$ cat src/hw/rtl/mrre_pkg.sv
`timescale 1ns / 1ps
`default_nettype none
// ----------------------------------------------------------------------------
// mrre_pkg
// Shared types and constants of the mask row run extractor.
// ----------------------------------------------------------------------------
package mrre_pkg;

    localparam int NUM_LANES = 8;
    localparam int NUM_POS   = NUM_LANES + 1;
    localparam int LANE_IDX_W = 4;

    localparam int X_W       = 12;
    localparam int ROW_OUT_W = 12;
    localparam int LEN_W     = 13;
    localparam int CFG_W     = 13;
    localparam int CFG_IDX_W = 2;

    // register indexes of the configuration port
    localparam logic [CFG_IDX_W-1:0] REG_MASK_WIDTH  = 2'd0;
    localparam logic [CFG_IDX_W-1:0] REG_MASK_HEIGHT = 2'd1;

    // what one lane reports about the boundary in front of its pixel
    typedef struct packed {
        logic             close;
        logic [X_W-1:0]   x;
        logic [LEN_W-1:0] len;
    } mrre_lane_t;

endpackage
`default_nettype wire

$ cat src/hw/rtl/mrre_lane.sv
`timescale 1ns / 1ps
`default_nettype none
// ----------------------------------------------------------------------------
// mrre_lane
// One pixel position of the byte: decides whether a run closes in front of
// this position and works out that run's start column and length.
// ----------------------------------------------------------------------------
module mrre_lane #(
    parameter int COL_W = 13
) (
    input  wire logic [mrre_pkg::LANE_IDX_W-1:0] lane_idx,
    input  wire logic [mrre_pkg::NUM_LANES-1:0]  vb,
    input  wire logic                            run_open,
    input  wire logic [mrre_pkg::X_W-1:0]        open_start,
    input  wire logic [mrre_pkg::LEN_W-1:0]      open_length,
    input  wire logic [COL_W-1:0]                col,
    input  wire logic                            row_end,
    output mrre_pkg::mrre_lane_t                 res
);

    logic [mrre_pkg::NUM_POS-1:0]    prev_bits;
    logic                            cur_clear;
    logic [mrre_pkg::LANE_IDX_W-1:0] start_lane;
    logic                            found;
    logic                            from_open;

    // prev_bits[k] is the pixel left of lane k, the open run for lane zero
    assign prev_bits = {vb, run_open};

    always_comb
    begin
        if (lane_idx == mrre_pkg::LANE_IDX_W'(mrre_pkg::NUM_LANES))
            cur_clear = row_end;
        else
            cur_clear = !vb[lane_idx[2:0]];
    end

    // nearest clear pixel to the left bounds the run
    always_comb
    begin
        start_lane = '0;
        found      = 1'b0;
        for (int j = 0; j < mrre_pkg::NUM_LANES; j++)
        begin
            if ((mrre_pkg::LANE_IDX_W'(j) < lane_idx) && !vb[j])
            begin
                start_lane = mrre_pkg::LANE_IDX_W'(j + 1);
                found      = 1'b1;
            end
        end
    end

    assign from_open = !found && run_open;

    always_comb
    begin
        res.close = prev_bits[lane_idx] && cur_clear;
        if (from_open)
        begin
            res.x   = open_start;
            res.len = open_length + mrre_pkg::LEN_W'(lane_idx);
        end
        else
        begin
            res.x   = mrre_pkg::X_W'(col + COL_W'(start_lane));
            res.len = mrre_pkg::LEN_W'(lane_idx) - mrre_pkg::LEN_W'(start_lane);
        end
    end

endmodule
`default_nettype wire

$ cat src/hw/rtl/mrre_merge.sv
`timescale 1ns / 1ps
`default_nettype none
// ----------------------------------------------------------------------------
// mrre_merge
// Holds the runs that one byte closed and hands them out one per cycle while
// out_ready is high, left to right, marking the last one of the byte.
// ----------------------------------------------------------------------------
module mrre_merge (
    input  wire logic                               clk,
    input  wire logic                               rst_n,
    input  wire logic                               load,
    input  wire mrre_pkg::mrre_lane_t               lane_res [mrre_pkg::NUM_POS],
    input  wire logic [mrre_pkg::ROW_OUT_W-1:0]     load_row,
    output logic                                    can_load,
    output logic                                    out_valid,
    input  wire logic                               out_ready,
    output logic [mrre_pkg::X_W-1:0]                run_x,
    output logic [mrre_pkg::ROW_OUT_W-1:0]          run_row,
    output logic [mrre_pkg::LEN_W-1:0]              run_length,
    output logic                                    last_of_burst
);

    logic [mrre_pkg::NUM_POS-1:0]   pend_reg;
    logic [mrre_pkg::NUM_POS-1:0]   pend_next;
    logic [mrre_pkg::NUM_POS-1:0]   pend_after;
    logic [mrre_pkg::NUM_POS-1:0]   pick;
    logic [mrre_pkg::NUM_POS-1:0]   load_mask;
    mrre_pkg::mrre_lane_t           ent_reg [mrre_pkg::NUM_POS];
    logic [mrre_pkg::ROW_OUT_W-1:0] row_reg;
    logic                           fire;

    // lowest pending slot is the leftmost run still to send
    assign pick          = pend_reg & (~pend_reg + mrre_pkg::NUM_POS'(1));
    assign out_valid     = |pend_reg;
    assign last_of_burst = (pend_reg & (pend_reg - mrre_pkg::NUM_POS'(1))) == '0;
    assign fire          = out_valid && out_ready;
    assign pend_after    = fire ? (pend_reg & ~pick) : pend_reg;
    assign can_load      = (pend_after == '0);

    always_comb
    begin
        for (int i = 0; i < mrre_pkg::NUM_POS; i++)
            load_mask[i] = lane_res[i].close;
        pend_next = load ? load_mask : pend_after;
    end

    always_comb
    begin
        run_x      = '0;
        run_length = '0;
        for (int i = 0; i < mrre_pkg::NUM_POS; i++)
        begin
            if (pick[i])
            begin
                run_x      = run_x | ent_reg[i].x;
                run_length = run_length | ent_reg[i].len;
            end
        end
        run_row = row_reg;
    end

    always_ff @(posedge clk or negedge rst_n)
    begin
        if (!rst_n)
            pend_reg <= '0;
        else
            pend_reg <= pend_next;
    end

    always_ff @(posedge clk)
    begin
        if (load)
        begin
            ent_reg <= lane_res;
            row_reg <= load_row;
        end
    end

endmodule
`default_nettype wire

$ cat src/hw/rtl/mask_row_run_extractor_top.sv
`timescale 1ns / 1ps
`default_nettype none
// ----------------------------------------------------------------------------
// mask_row_run_extractor_top
// Horizontal run extraction from a one-bit mask streamed a byte at a time.
// ----------------------------------------------------------------------------
// Mask bytes enter on in_valid/in_ready, rows top first, ceil(width/8) bytes
// per row, bit 7 leftmost. Each run of set pixels leaves on out_valid/out_ready
// as (run_x, run_row, run_length) once a clear pixel or the row end closes it;
// last_of_burst marks the final run caused by one byte.
// Eight lanes examine the byte's pixels side by side and a ninth checks the
// row end, so a transaction is taken every cycle unless earlier runs wait to
// be sent. Runs appear in the cycle after the byte is accepted. A byte closing
// n runs holds the output until all n are sent; the next byte is taken in the
// cycle its last run is sent, so bytes with at most one run stream at one per
// cycle while the receiver is ready. A stalled receiver holds the current run
// and blocks input while any run is pending.
// The cfg channel (cfg_index 0 width, 1 height) is always ready and should be
// written only while idle. Reset sets width and height to 64, the position to
// the top left corner and drops any open run.
// ----------------------------------------------------------------------------
module mask_row_run_extractor_top #(
    parameter int MAX_WIDTH  = 4096,
    parameter int MAX_HEIGHT = 4096
) (
    input  wire logic                                clk,
    input  wire logic                                rst_n,
    input  wire logic                                in_valid,
    output logic                                     in_ready,
    input  wire logic [7:0]                          mask_byte,
    output logic                                     out_valid,
    input  wire logic                                out_ready,
    output logic [mrre_pkg::X_W-1:0]                 run_x,
    output logic [mrre_pkg::ROW_OUT_W-1:0]           run_row,
    output logic [mrre_pkg::LEN_W-1:0]               run_length,
    output logic                                     last_of_burst,
    input  wire logic                                cfg_valid,
    output logic                                     cfg_ready,
    input  wire logic [mrre_pkg::CFG_IDX_W-1:0]      cfg_index,
    input  wire logic [mrre_pkg::CFG_W-1:0]          cfg_data
);

    localparam int CFG_MAX = (1 << mrre_pkg::CFG_W) - 1;
    localparam int W_CAP   = (MAX_WIDTH < CFG_MAX) ? MAX_WIDTH : CFG_MAX;
    localparam int H_CAP   = (MAX_HEIGHT < CFG_MAX) ? MAX_HEIGHT : CFG_MAX;
    localparam int COL_W   = $clog2(W_CAP + mrre_pkg::NUM_LANES);
    localparam int ROW_W   = $clog2(H_CAP + 1);
    localparam int RESET_W = (64 > W_CAP) ? W_CAP : 64;
    localparam int RESET_H = (64 > H_CAP) ? H_CAP : 64;

    logic [COL_W-1:0]             width_reg;
    logic [ROW_W-1:0]             height_reg;
    logic [COL_W-1:0]             width_cfg;
    logic [ROW_W-1:0]             height_cfg;
    logic [COL_W-1:0]             col_reg;
    logic [COL_W-1:0]             col_next;
    logic [ROW_W-1:0]             row_reg;
    logic [ROW_W-1:0]             row_next;
    logic [ROW_W-1:0]             row_inc;
    logic                         open_reg;
    logic                         open_next;
    logic [mrre_pkg::X_W-1:0]     start_reg;
    logic [mrre_pkg::LEN_W-1:0]   length_reg;
    logic [mrre_pkg::NUM_LANES-1:0] vb;
    logic                         row_end;
    logic                         in_fire;
    logic                         cfg_fire;
    mrre_pkg::mrre_lane_t         lane_res [mrre_pkg::NUM_POS];

    assign cfg_ready = 1'b1;
    assign cfg_fire  = cfg_valid && cfg_ready;
    assign in_fire   = in_valid && in_ready;

    // zero acts as one, oversize clamps to the largest supported size
    always_comb
    begin
        if (cfg_data == '0)
            width_cfg = COL_W'(1);
        else if ({1'b0, cfg_data} > (mrre_pkg::CFG_W + 1)'(W_CAP))
            width_cfg = COL_W'(W_CAP);
        else
            width_cfg = COL_W'(cfg_data);

        if (cfg_data == '0)
            height_cfg = ROW_W'(1);
        else if ({1'b0, cfg_data} > (mrre_pkg::CFG_W + 1)'(H_CAP))
            height_cfg = ROW_W'(H_CAP);
        else
            height_cfg = ROW_W'(cfg_data);
    end

    always_ff @(posedge clk or negedge rst_n)
    begin
        if (!rst_n)
        begin
            width_reg  <= COL_W'(RESET_W);
            height_reg <= ROW_W'(RESET_H);
        end
        else if (cfg_fire)
        begin
            unique case (cfg_index)
                mrre_pkg::REG_MASK_WIDTH:  width_reg  <= width_cfg;
                mrre_pkg::REG_MASK_HEIGHT: height_reg <= height_cfg;
                default: ;
            endcase
        end
    end

    // pixels at or past the width are treated as clear
    always_comb
    begin
        for (int j = 0; j < mrre_pkg::NUM_LANES; j++)
            vb[j] = mask_byte[7 - j] && ((col_reg + COL_W'(j)) < width_reg);
    end

    assign row_end = (col_reg + COL_W'(mrre_pkg::NUM_LANES)) >= width_reg;

    for (genvar g = 0; g < mrre_pkg::NUM_POS; g++)
    begin : g_lane
        mrre_lane #(
            .COL_W       (COL_W)
        ) u_lane (
            .lane_idx    (mrre_pkg::LANE_IDX_W'(g)),
            .vb          (vb),
            .run_open    (open_reg),
            .open_start  (start_reg),
            .open_length (length_reg),
            .col         (col_reg),
            .row_end     (row_end),
            .res         (lane_res[g])
        );
    end

    assign row_inc   = row_reg + ROW_W'(1);
    assign col_next  = row_end ? '0 : col_reg + COL_W'(mrre_pkg::NUM_LANES);
    assign open_next = !row_end && vb[mrre_pkg::NUM_LANES-1];

    always_comb
    begin
        row_next = row_reg;
        if (row_end)
            row_next = (row_inc >= height_reg) ? '0 : row_inc;
    end

    always_ff @(posedge clk or negedge rst_n)
    begin
        if (!rst_n)
        begin
            col_reg  <= '0;
            row_reg  <= '0;
            open_reg <= 1'b0;
        end
        else if (in_fire)
        begin
            col_reg  <= col_next;
            row_reg  <= row_next;
            open_reg <= open_next;
        end
    end

    // the row-end lane also describes the run carried into the next byte
    always_ff @(posedge clk)
    begin
        if (in_fire)
        begin
            start_reg  <= lane_res[mrre_pkg::NUM_LANES].x;
            length_reg <= lane_res[mrre_pkg::NUM_LANES].len;
        end
    end

    mrre_merge u_merge (
        .clk           (clk),
        .rst_n         (rst_n),
        .load          (in_fire),
        .lane_res      (lane_res),
        .load_row      (mrre_pkg::ROW_OUT_W'(row_reg)),
        .can_load      (in_ready),
        .out_valid     (out_valid),
        .out_ready     (out_ready),
        .run_x         (run_x),
        .run_row       (run_row),
        .run_length    (run_length),
        .last_of_burst (last_of_burst)
    );

endmodule
`default_nettype wire
$ cat config.mk
export PLATFORM = sky130hd
export DESIGN_NAME = mask_row_run_extractor_top
export DESIGN_NICKNAME = d
export VERILOG_FILES = /design/src/hw/rtl/mrre_pkg.sv /design/src/hw/rtl/mrre_lane.sv /design/src/hw/rtl/mrre_merge.sv /design/src/hw/rtl/mask_row_run_extractor_top.sv
export SDC_FILE = /design/constraint.sdc
export NUM_CORES = 1
export LEC_CHECK = 0
export ABC_CLOCK_PERIOD_IN_PS = 8800
export BUFFER_PORTS_ARGS = -buffer_cell sky130_fd_sc_hd__buf_2
export CORE_ASPECT_RATIO = 1.4
export CORE_MARGIN = 2
export CORE_UTILIZATION = 43
export CTS_CLUSTER_SIZE = 30
export DETAILED_ROUTE_END_ITERATION = 7
export PLACE_DENSITY = 0.59
export SYNTH_ARGS = -nofsm -noshare
export SYNTH_HDL_FRONTEND = slang
export SYNTH_SLANG_ARGS = --single-unit
$ cat constraint.sdc
create_clock -name clk -period 8.8 [get_ports clk]
set_clock_uncertainty 0.05 [all_clocks]
set_input_delay 0.88 -clock clk [delete_from_list [all_inputs] [get_ports clk]]
set_output_delay 0.88 -clock clk [all_outputs]
set_load 0.01 [all_outputs]
==> flow_summary.json, run 1 <==
{
  "busiest_layer": "met2",
  "firstDrtPassIters": 6,
  "grt_pass1_vias": 12800,
  "initial_core_util": 0.435,
  "ir_drop_v": 0.000374,
  "n_antenna_cell": 0,
  "crit_path_start_kind": "flip-flop",
  "pwr-share-comb": 0.386,
  "swShare": 0.399,
  "grt_overflow_total": 0,
  "synth-seq-cells": 296,
  "finalSetupTns_ps": 0,
  "synth_cell_types": 89,
  "cts-root-buf": "clkbuf_16",
  "synth_area_um2": 16800,
  "intPower_w": 0.00406,
  "fin_util": 0.478,
  "drcViolationCount": 0,
  "slew_headroom": 0.113,
  "synth_area_leader_cell": "edfxtp_1",
  "fin_crit_ps": 4960,
  "p_switching_w": 0.00269,
  "seq_area_frac_synth": 0.513,
  "vias_per_cell": 5.86,
  "synthToLayoutAreaGrowth_pct": 9.87,
  "netlist_instances": 1588,
  "rsz0062_at_grt": "no",
  "yosysWarnings": 0,
  "outcome": "complete, no violations",
  "drive_gt1_frac": 0.128,
  "synth-edff-count": 237,
  "antenna_found_initial": 0,
  "die_w_um": 171,
  "dp_hpwl_mm": 31.6,
  "avgSynthCellArea_um2": 10.6,
  "critPathRequiredTime_ps": 9270,
  "drv_slew": 0,
  "synthTopCellsByCount": "edfxtp_1, nand2_1, nor2_1, clkbuf_1, ha_1",
  "use_met1": 0.296,
  "r2r_setup_slack_ps": 3840,
  "reg2regPathDepth": 12,
  "worst_pin_slew_ps": 1330,
  "vias": 12500,
  "cts-resized-gates": 0,
  "dr.first_iter.drc_count": 1170,
  "synth_compound_area_frac": 0.146,
  "use_met3": 0.0306,
  "cp-end-kind": "flip-flop",
  "path_clk_slew_ps": 60,
  "cts_buffers": 31,
  "grt_first_pass_wirelength_mm": 75.0,
  "clkPwrFrac": 0.201,
  "numPortBuffers": 67,
  "powerDensity_nw_per_um2": 366,
  "max_cap_viol_count": 0,
  "met2_usage": 0.428,
  "coreArea_um2": 38500,
  "io_pins": 69,
  "synth_top_area_frac": 0.425,
  "rows": 85,
  "synth_fa_ha_area_frac": 0.0560,
  "synth_xor_area_frac": 0.0564,
  "largest_reg_flops": 225,
  "synthArstFlopShare": 0.199,
  "die_area_um2": 40600,
  "wire_per_inst_um": 23.0,
  "grt.total_usage": 0.243,
  "nets": 1683,
  "hold_violations": 0,
  "cellLeakagePower_nw": 7.15,
  "ys.flop_type": "edfxtp_1",
  "setup_viol": 0,
  "post-cts-setup-buffer-count": 0,
  "gp_congestion": 0.900,
  "clock_path_buffers": 3,
  "ant_nets": 0,
  "total_power_w": 0.00675,
  "hold_path_class": "in2async",
  "synth_most_common_cell": "edfxtp_1",
  "cts.sinks": 296,
  "synthMuxAreaShare": 0.0301,
  "critPathMaxFanout": 21,
  "wirelength_mm": 48.8,
  "h-tree-depth": 1,
  "synth.top_cells.by_area": "edfxtp_1, dfrtp_1, ha_1",
  "cts_tree": "built",
  "die_h_um": 238,
  "finalCritPeriodShare": 0.564,
  "r2r-start": "col_reg[5]",
  "grt_max_degree": 160,
  "reg2reg_to": "row_reg[0]",
  "seqPwrFrac": 0.413,
  "arrival_ps": 5430,
  "fmax_ghz": 0.202,
  "synth-simple-area-share": 0.153,
  "clk_latency_ps": 590,
  "crit_type": "reg2reg",
  "cts_hold_buf": 0,
  "synth_top_family_by_area": "simple AND/OR/NAND/NOR gates"
}
per-stage QoR:
step / hold WS [ps] / cells / setup slack, ps / area [µm²]
after floorplan: 397 / 1593 / 1980 / 16800
after global placement: 416 / 2069 / 4020 / 17400
after detailed placement: 423 / 2069 / 3920 / 17400
after CTS: 428 / 2127 / 3890 / 18400
after global routing: 446 / 2127 / 3220 / 18400
final: 401 / 2127 / 3840 / 18400
cell families (layout without fill, tap and decap cells):
logic type | after synthesis | in the layout
and+or+nand+nor | 546 | 546
AOI/OAI and AO/OA | 334 | 334
DFF | 296 | 296
buffers and inverters | 182 | 194
xor gates and xnor gates | 108 | 108
adders and majority gates | 75 | 75
muxes | 45 | 45
other | 2 | 7
critical path, stage by stage (launching register included):
cell and delay [ps]:
dfrtp_1 810, nand2_1 230, nor3_1 590, and3_1 420, xnor2_1 110, ha_1 290
and4_1 240, a2111oi_0 100, o21ai_0 90, o22a_1 470, nand3_1 480, nor2_1 740
mux2_2 270
routing by layer:
metal | routed length (µm) | up-vias
li1 | - | 5776
met1 | 19000 | 6099
met2 | 24700 | 456
met3 | 3030 | 125
met4 | 2170 | 0
met5 | 0 | -
cell type report:
cell class | count | area [µm²]
timing repair buffer | 84 | 463
fill | 3624 | 20100
multi-input combinational | 1115 | 7440
tap | 522 | 653
clock inverter | 18 | 165
sequential | 296 | 8600
inverter | 52 | 205
clock buffer | 40 | 892
how the worst max path moves through the flow:
stage	from	to	depth (start not counted)
floorplan	out_ready	u_merge.pend_reg[7]	7
global placement	col_reg[5]	row_reg[0]	12
detailed placement	col_reg[5]	row_reg[0]	12
CTS	col_reg[5]	row_reg[0]	12
global route	col_reg[5]	row_reg[0]	12
finish	col_reg[5]	row_reg[0]	12
layout by cell type (no fill, tap or decap), types with 33 or more instances in the layout:
cell and instances:
xor2_1 48, inv_1 47, clkbuf_16 33, dfrtp_1 56
edfxtp_1 237, xnor2_1 60, nor2_1 158, ha_1 75
a21oi_1 53, buf_2 67, nand2_1 195, nand3_1 37
and2_1 36, o21ai_0 69
power groups by stage:
stage / clock [W] / combinational [W] / sequential [W]
after floorplan: 0 / 0.00188 / 0.00264
final: 0.00136 / 0.00260 / 0.00278
after detailed placement: 0 / 0.00260 / 0.00281
after global routing: 0.00144 / 0.00286 / 0.00285
after global placement: 0 / 0.00258 / 0.00278
after CTS: 0.00138 / 0.00261 / 0.00278
(Power assumes the default switching activity.)
==> run 2, diff against run 1 <==
ABC_AREA = 1   (was unset)
ABC_CLOCK_PERIOD_IN_PS = 4460   (was 8800)
PLACE_DENSITY = 0.61   (was 0.59)
clock period = 4.46 ns   (was 8.8 ns; I/O delays follow)
==> run 2 against run 1 <==
  * Synthesized cell count increased by 24%
  * Die area increased by 2.5%
  * Critical path depth decreased by 2
  * Non-clock buffer count increased by 23
  * Sequential power increased by 79%
  * Setup slack got worse by 3400 ps
  * Register-to-register slack got worse by 3200 ps
  * Wire length increased by 5.5%
  * Clock power increased by 100%
  * Total power increased by 110%
  * First-iteration DRC count decreased by 6.9%
  * Via count increased by 15%
  * Critical endpoint is now run_length[0]
  * Highest routed layer unchanged
==> flow_summary.json, run 2 <==
{
  "outcome": "complete, no violations",
  "synth.top_cells.by_area": "edfxtp_1, nand2_1, dfrtp_1",
  "h-tree-depth": 1,
  "path_clk_slew_ps": 60,
  "die_area_um2": 41600,
  "r2r_setup_slack_ps": 670,
  "hold_start": "cfg_data[2]",
  "hold_violations": 0,
  "ant_nets": 0,
  "coreArea_um2": 39400,
  "ys.flop_type": "edfxtp_1",
  "numPortBuffers": 67,
  "clk_latency_ps": 590,
  "pwr-share-comb": 0.445,
  "synth_top_area_frac": 0.414,
  "cts-root-buf": "clkbuf_16",
  "die_w_um": 173,
  "crit_path_start_kind": "flip-flop",
  "grt_pass1_vias": 14300,
  "dp_hpwl_mm": 36.2,
  "nets": 2118,
  "drv_slew": 0,
  "slowest_stage": "inv_1",
  "largest_reg_flops": 225,
  "ir_drop_v": 0.000376,
  "reg2reg_to": "row_reg[9]",
  "slew_headroom": 0.325,
  "final_cell_mix": "nand2_1, edfxtp_1, inv_1",
  "rows": 86,
  "crit_type": "reg2out",
  "r2r-start": "col_reg[3]",
  "antenna_found_initial": 0,
  "die_h_um": 241,
  "synth_cell_types": 55,
  "critPathMaxFanout": 29,
  "drive_gt1_frac": 0.117,
  "fill_cells": 3786,
  "synth-seq-cells": 296,
  "fin_crit_ps": 4060,
  "whs_ps": 101,
  "cellLeakagePower_nw": 8.17,
  "p_switching_w": 0.00607,
  "dr.first_iter.drc_count": 1089,
  "synth_most_common_cell": "nand2_1",
  "intPower_w": 0.00787,
  "grt_first_pass_wirelength_mm": 79.5,
  "seqPwrFrac": 0.358,
  "wirelength_mm": 51.5,
  "cp-end-kind": "primary output",
  "rsz0062_at_grt": "no",
  "io_pins": 69,
  "path_cells": "buf_4 > inv_1 > buf_4 > nand3_1 > nand3_1 > a21oi_1 > o2111ai_1 > a21oi_1 > o21ai_0 > buf_2",
  "setup_viol": 0,
  "finalCritPeriodShare": 0.910,
  "synthTopCellsByCount": "nand2_1, edfxtp_1, inv_1, nand3_1, o21ai_0",
  "synth-edff-count": 237,
  "reg2regPathDepth": 17,
  "cts.sinks": 296,
  "final_common_cell": "nand2_1",
  "powerDensity_nw_per_um2": 727,
  "gp_congestion": 0.979,
  "clock_path_buffers": 3,
  "swShare": 0.435,
  "n_antenna_cell": 0,
  "grt.total_usage": 0.246,
  "worst_pin_slew_ps": 1010,
  "synth_area_um2": 17200,
  "initial_core_util": 0.437,
  "clkPwrFrac": 0.197,
  "critical_path.max_stage_delay_ps": 500,
  "crit_family": "buffers and inverters",
  "vias": 14300,
  "cp_num_buf_inv": 4,
  "grt_overflow_total": 0,
  "wire_per_inst_um": 20.1,
  "arrival_ps": 3560,
  "firstDrtPassIters": 6,
  "critPathRequiredTime_ps": 3960,
  "netlist_instances": 1972,
  "grt_max_degree": 87,
  "cts_buffers": 31,
  "fmax_ghz": 0.246,
  "hold_path_class": "in2reg",
  "max_cap_viol_count": 0,
  "cts-resized-gates": 0,
  "drcViolationCount": 0,
  "synthToLayoutAreaGrowth_pct": 11.5,
  "hold_end": "height_reg[2]",
  "synth_area_leader_cell": "edfxtp_1",
  "holdPathStages": 3,
  "seq_area_frac_synth": 0.500,
  "synthArstFlopShare": 0.199,
  "cts_tree": "built",
  "yosysWarnings": 0,
  "avgSynthCellArea_um2": 8.72,
  "vias_per_cell": 5.58,
  "finalSetupTns_ps": 0
}
-- run 2: area by class of cell --
cell class / instances / area (µm²) / area share
clock buffers: 49 / 945 / 0.0493
clock inverters: 9 / 140 / 0.00731
inverters: 223 / 840 / 0.0438
multi-input cells: 1356 / 7290 / 0.381
flip-flops and latches: 296 / 8600 / 0.449
well taps: 528 / 661 / 0.0345
repair buffers: 107 / 688 / 0.0359
-- run 2: power by group through the flow --
stage / sequential [W] / clock, W / combinational (W)
after CTS: 0.00498 / 0.00277 / 0.00619
after detailed placement: 0.00503 / 0 / 0.00616
after global placement: 0.00501 / 0 / 0.00609
after global routing: 0.00508 / 0.00288 / 0.00682
final: 0.00499 / 0.00274 / 0.00621
after floorplan: 0.00478 / 0 / 0.00404
-- run 2: routing by layer --
layer / global-route usage / routed length (µm) / vias to the layer above
li1: - / - / 6735
met1: 0.277 / 19100 / 6897
met5: 0 / 0 / -
met4: 0.127 / 2640 / 0
met2: 0.459 / 26700 / 550
met3: 0.0290 / 3010 / 152
-- run 2: cells by family (layout without fill, tap and decap cells) --
logic type | after synthesis | after routing | synth area share
other | 2 | 7 | 0.000437
DFF | 296 | 296 | 0.500
buffers and inverters | 325 | 388 | 0.0777
adders and majority gates | 75 | 75 | 0.0546
and+or+nand+nor | 854 | 854 | 0.219
AOI/OAI and AO/OA | 362 | 362 | 0.118
xor gates and xnor gates | 58 | 58 | 0.0300
-- run 2: worst max path at each step --
| stage | from | slack [ps] | end | depth (start not counted) |
|---|---|---|---|---|
| floorplan | col_reg[8] | 1320 | u_merge.ent_reg[0] | 14 |
| global placement | col_reg[3] | 840 | u_merge.ent_reg[61] | 18 |
| detailed placement | col_reg[3] | 720 | row_reg[9] | 17 |
| CTS | u_merge.pend_reg[0] | 310 | run_length[0] | 10 |
| global route | col_reg[3] | 270 | row_reg[7] | 17 |
| finish | u_merge.pend_reg[0] | 400 | run_length[0] | 10 |
-- run 2: timing repair --
item | in CTS | in global routing
setup buffers | 0 | 0
hold buffers | 1 | 0
hold endpoints to repair | 23 | 0
-- run 2: worst reg2reg max path, cell delays in order, from the launching register on --
cell and delay (ps):
dfrtp_1 560, inv_1 110, buf_4 210, nor2_1 230, inv_1 100, nor2_1 240
inv_1 90, nor2_1 190, xor2_1 250, inv_1 70, ha_1 300, nand2_1 60
nor2_1 120, nand4_1 110, o211ai_2 380, nand3_2 360, nand2_1 180, nand2_1 60
-- run 2: through the flow --
step           utilization  instance area, µm²  worst slack (ps)  power, W  cells
6_report             0.487               19200               403    0.0139   2568
3_5_place_dp         0.459               18100               719    0.0112   2509
4_1_cts              0.487               19200               312    0.0139   2568
3_3_place_gp         0.459               18100               840    0.0111   2509
5_1_grt              0.487               19200               266    0.0148   2568
2_1_floorplan            -               17200              1320   0.00882   1977
==> run 3, diff against run 2 <==
CORE_ASPECT_RATIO = 1.75   (was 1.4)
HOLD_SLACK_MARGIN = 0.12   (was unset)
==> run 3 against run 2 <==
  * Combinational power increased by 2%
  * Die area about the same
  * Clock power decreased by 15%
  * Via count decreased by 0.71%
  * Critical path depth increased by 1
  * Sequential cell count unchanged
  * Core utilization decreased by 0.50 points
  * Cell area decreased by 1.3%
  * Register-to-register slack got worse by 110 ps
  * Wire length increased by 4.6%
  * Non-clock buffer count decreased by 1
  * Worst hold slack improved by 20 ps
  * Largest cell class unchanged
==> flow_summary.json, run 3 (synthesis results as in run 2) <==
{
  "hold_start": "cfg_data[6]",
  "fmax_ghz": 0.254,
  "clkPwrFrac": 0.171,
  "max_cap_viol_count": 0,
  "grt.total_usage": 0.258,
  "final_cell_mix": "nand2_1, edfxtp_1, inv_1",
  "wire_per_inst_um": 21.4,
  "multi_input_area_um2": 7290,
  "worst_pin_slew_ps": 956,
  "cp-end-kind": "primary output",
  "r2r-start": "col_reg[8]",
  "critPathRequiredTime_ps": 3960,
  "setup_viol": 0,
  "pwr-share-comb": 0.464,
  "critPathMaxFanout": 24,
  "hold_path_class": "in2reg",
  "cts-root-buf": "clkbuf_16",
  "outcome": "complete, no violations",
  "finalSetupTns_ps": 0,
  "grt_first_pass_wirelength_mm": 81.2,
  "vias_per_cell": 5.64,
  "instances_no_fill": 2523,
  "fin_crit_ps": 3930,
  "finalCritPeriodShare": 0.881,
  "hold_violations": 0,
  "gp_congestion": 0.959,
  "nets": 2114,
  "firstDrtPassIters": 5,
  "slew_headroom": 0.356,
  "drcViolationCount": 0,
  "die_w_um": 155,
  "grt_overflow_total": 0,
  "post-cts-setup-buffer-count": 0,
  "whs_ps": 120,
  "cp-startpoint": "u_merge.pend_reg[2]",
  "rows": 96,
  "cts_tree": "built",
  "ant_nets": 0,
  "grt_pass1_vias": 14300,
  "dp_hpwl_mm": 38.7,
  "preCtsSetupSlack_ps": 671,
  "r2r_setup_slack_ps": 560,
  "numPortBuffers": 67,
  "regArea_um2": 8600,
  "dr.first_iter.drc_count": 1008,
  "path_clk_slew_ps": 60,
  "dp.cells": 2469,
  "arrival_ps": 3430,
  "powerDensity_nw_per_um2": 720,
  "crit_path_start_kind": "flip-flop",
  "largest_reg_flops": 225,
  "reg2reg_to": "u_merge.ent_reg[102]",
  "final_common_cell": "nand2_1",
  "cts.sinks": 296,
  "setup_ws_ps": 529,
  "clk_latency_ps": 580,
  "holdPathStages": 3,
  "cts_buffers": 28,
  "drive_gt1_frac": 0.115,
  "rsz0062_at_grt": "no",
  "synthToLayoutAreaGrowth_pct": 10.0,
  "coreArea_um2": 39300,
  "fill_cells": 3778,
  "h-tree-depth": 1,
  "grt_max_degree": 63,
  "hold_end": "height_reg[6]",
  "vias": 14200,
  "wirelength_mm": 53.9,
  "drv_slew": 0,
  "reg2regPathDepth": 14,
  "ir_drop_v": 0.000371,
  "io_pins": 69,
  "crit_type": "reg2out",
  "initial_core_util": 0.438,
  "swShare": 0.449,
  "die_area_um2": 41700,
  "die_h_um": 269,
  "p_switching_w": 0.00611,
  "intPower_w": 0.00751,
  "antenna_found_initial": 2,
  "clock_path_buffers": 3,
  "seqPwrFrac": 0.365,
  "cellLeakagePower_nw": 8.08
}
run 3: power by group through the flow:
stage	registers [W]	clock network, W	logic (W)
detailed placement	0.00502	0	0.00628
global placement	0.00499	0	0.00620
global route	0.00505	0.00246	0.00691
floorplan	0.00478	0	0.00404
finish	0.00497	0.00233	0.00632
CTS	0.00497	0.00235	0.00631
run 3: routing by layer:
layer / routed length (µm) / vias up / global-route usage / share of wire
li1: - / 6723 / - / -
met1: 18100 / 6760 / 0.256 / 0.34
met2: 29100 / 529 / 0.496 / 0.54
met3: 2520 / 218 / 0.0268 / 0.047
met4: 4210 / 2 / 0.180 / 0.078
met5: 11 / - / 0 / 0.00020
run 3: how the worst max path moves through the flow:
stage,endpoint,slack (ps),depth (start not counted)
floorplan,u_merge.ent_reg[0],1320,14
global placement,u_merge.ent_reg[16],700,12
detailed placement,u_merge.ent_reg[102],670,14
CTS,run_length[1],540,11
global route,u_merge.ent_reg[102],370,14
finish,run_x[5],530,11
run 3: per-stage QoR:
stage / cell area, µm² / power [W] / utilization
after floorplan: 17200 / 0.00882 / -
after global placement: 18000 / 0.0112 / 0.459
after detailed placement: 18000 / 0.0113 / 0.459
after CTS: 18900 / 0.0136 / 0.481
after global routing: 18900 / 0.0144 / 0.481
final: 18900 / 0.0136 / 0.482
run 3: layout make-up:
type	instances	area share
Sequential cell	296	0.454
Multi-Input combinational cell	1356	0.386
Inverter	223	0.0444
Clock buffer	35	0.0400
Timing Repair Buffer	106	0.0368
Tap cell	490	0.0324
Clock inverter	16	0.00615
Antenna cell	1	0.000132
run 3: repair_timing:
item                                   CTS  global route
endpoints found under the hold margin   19             0
resized for setup                        0             0
hold buffers                             2             0
run 3: critical path: stages (launching register included):
cell       delay (ps)
dfrtp_1           660
nor2_4            250
nand2_2           120
inv_2             360
nand2_1           180
nor2_2            150
buf_4             420
nand2_1            90
o2111ai_1         110
a21oi_1            60
o21ai_0           230
buf_2             240
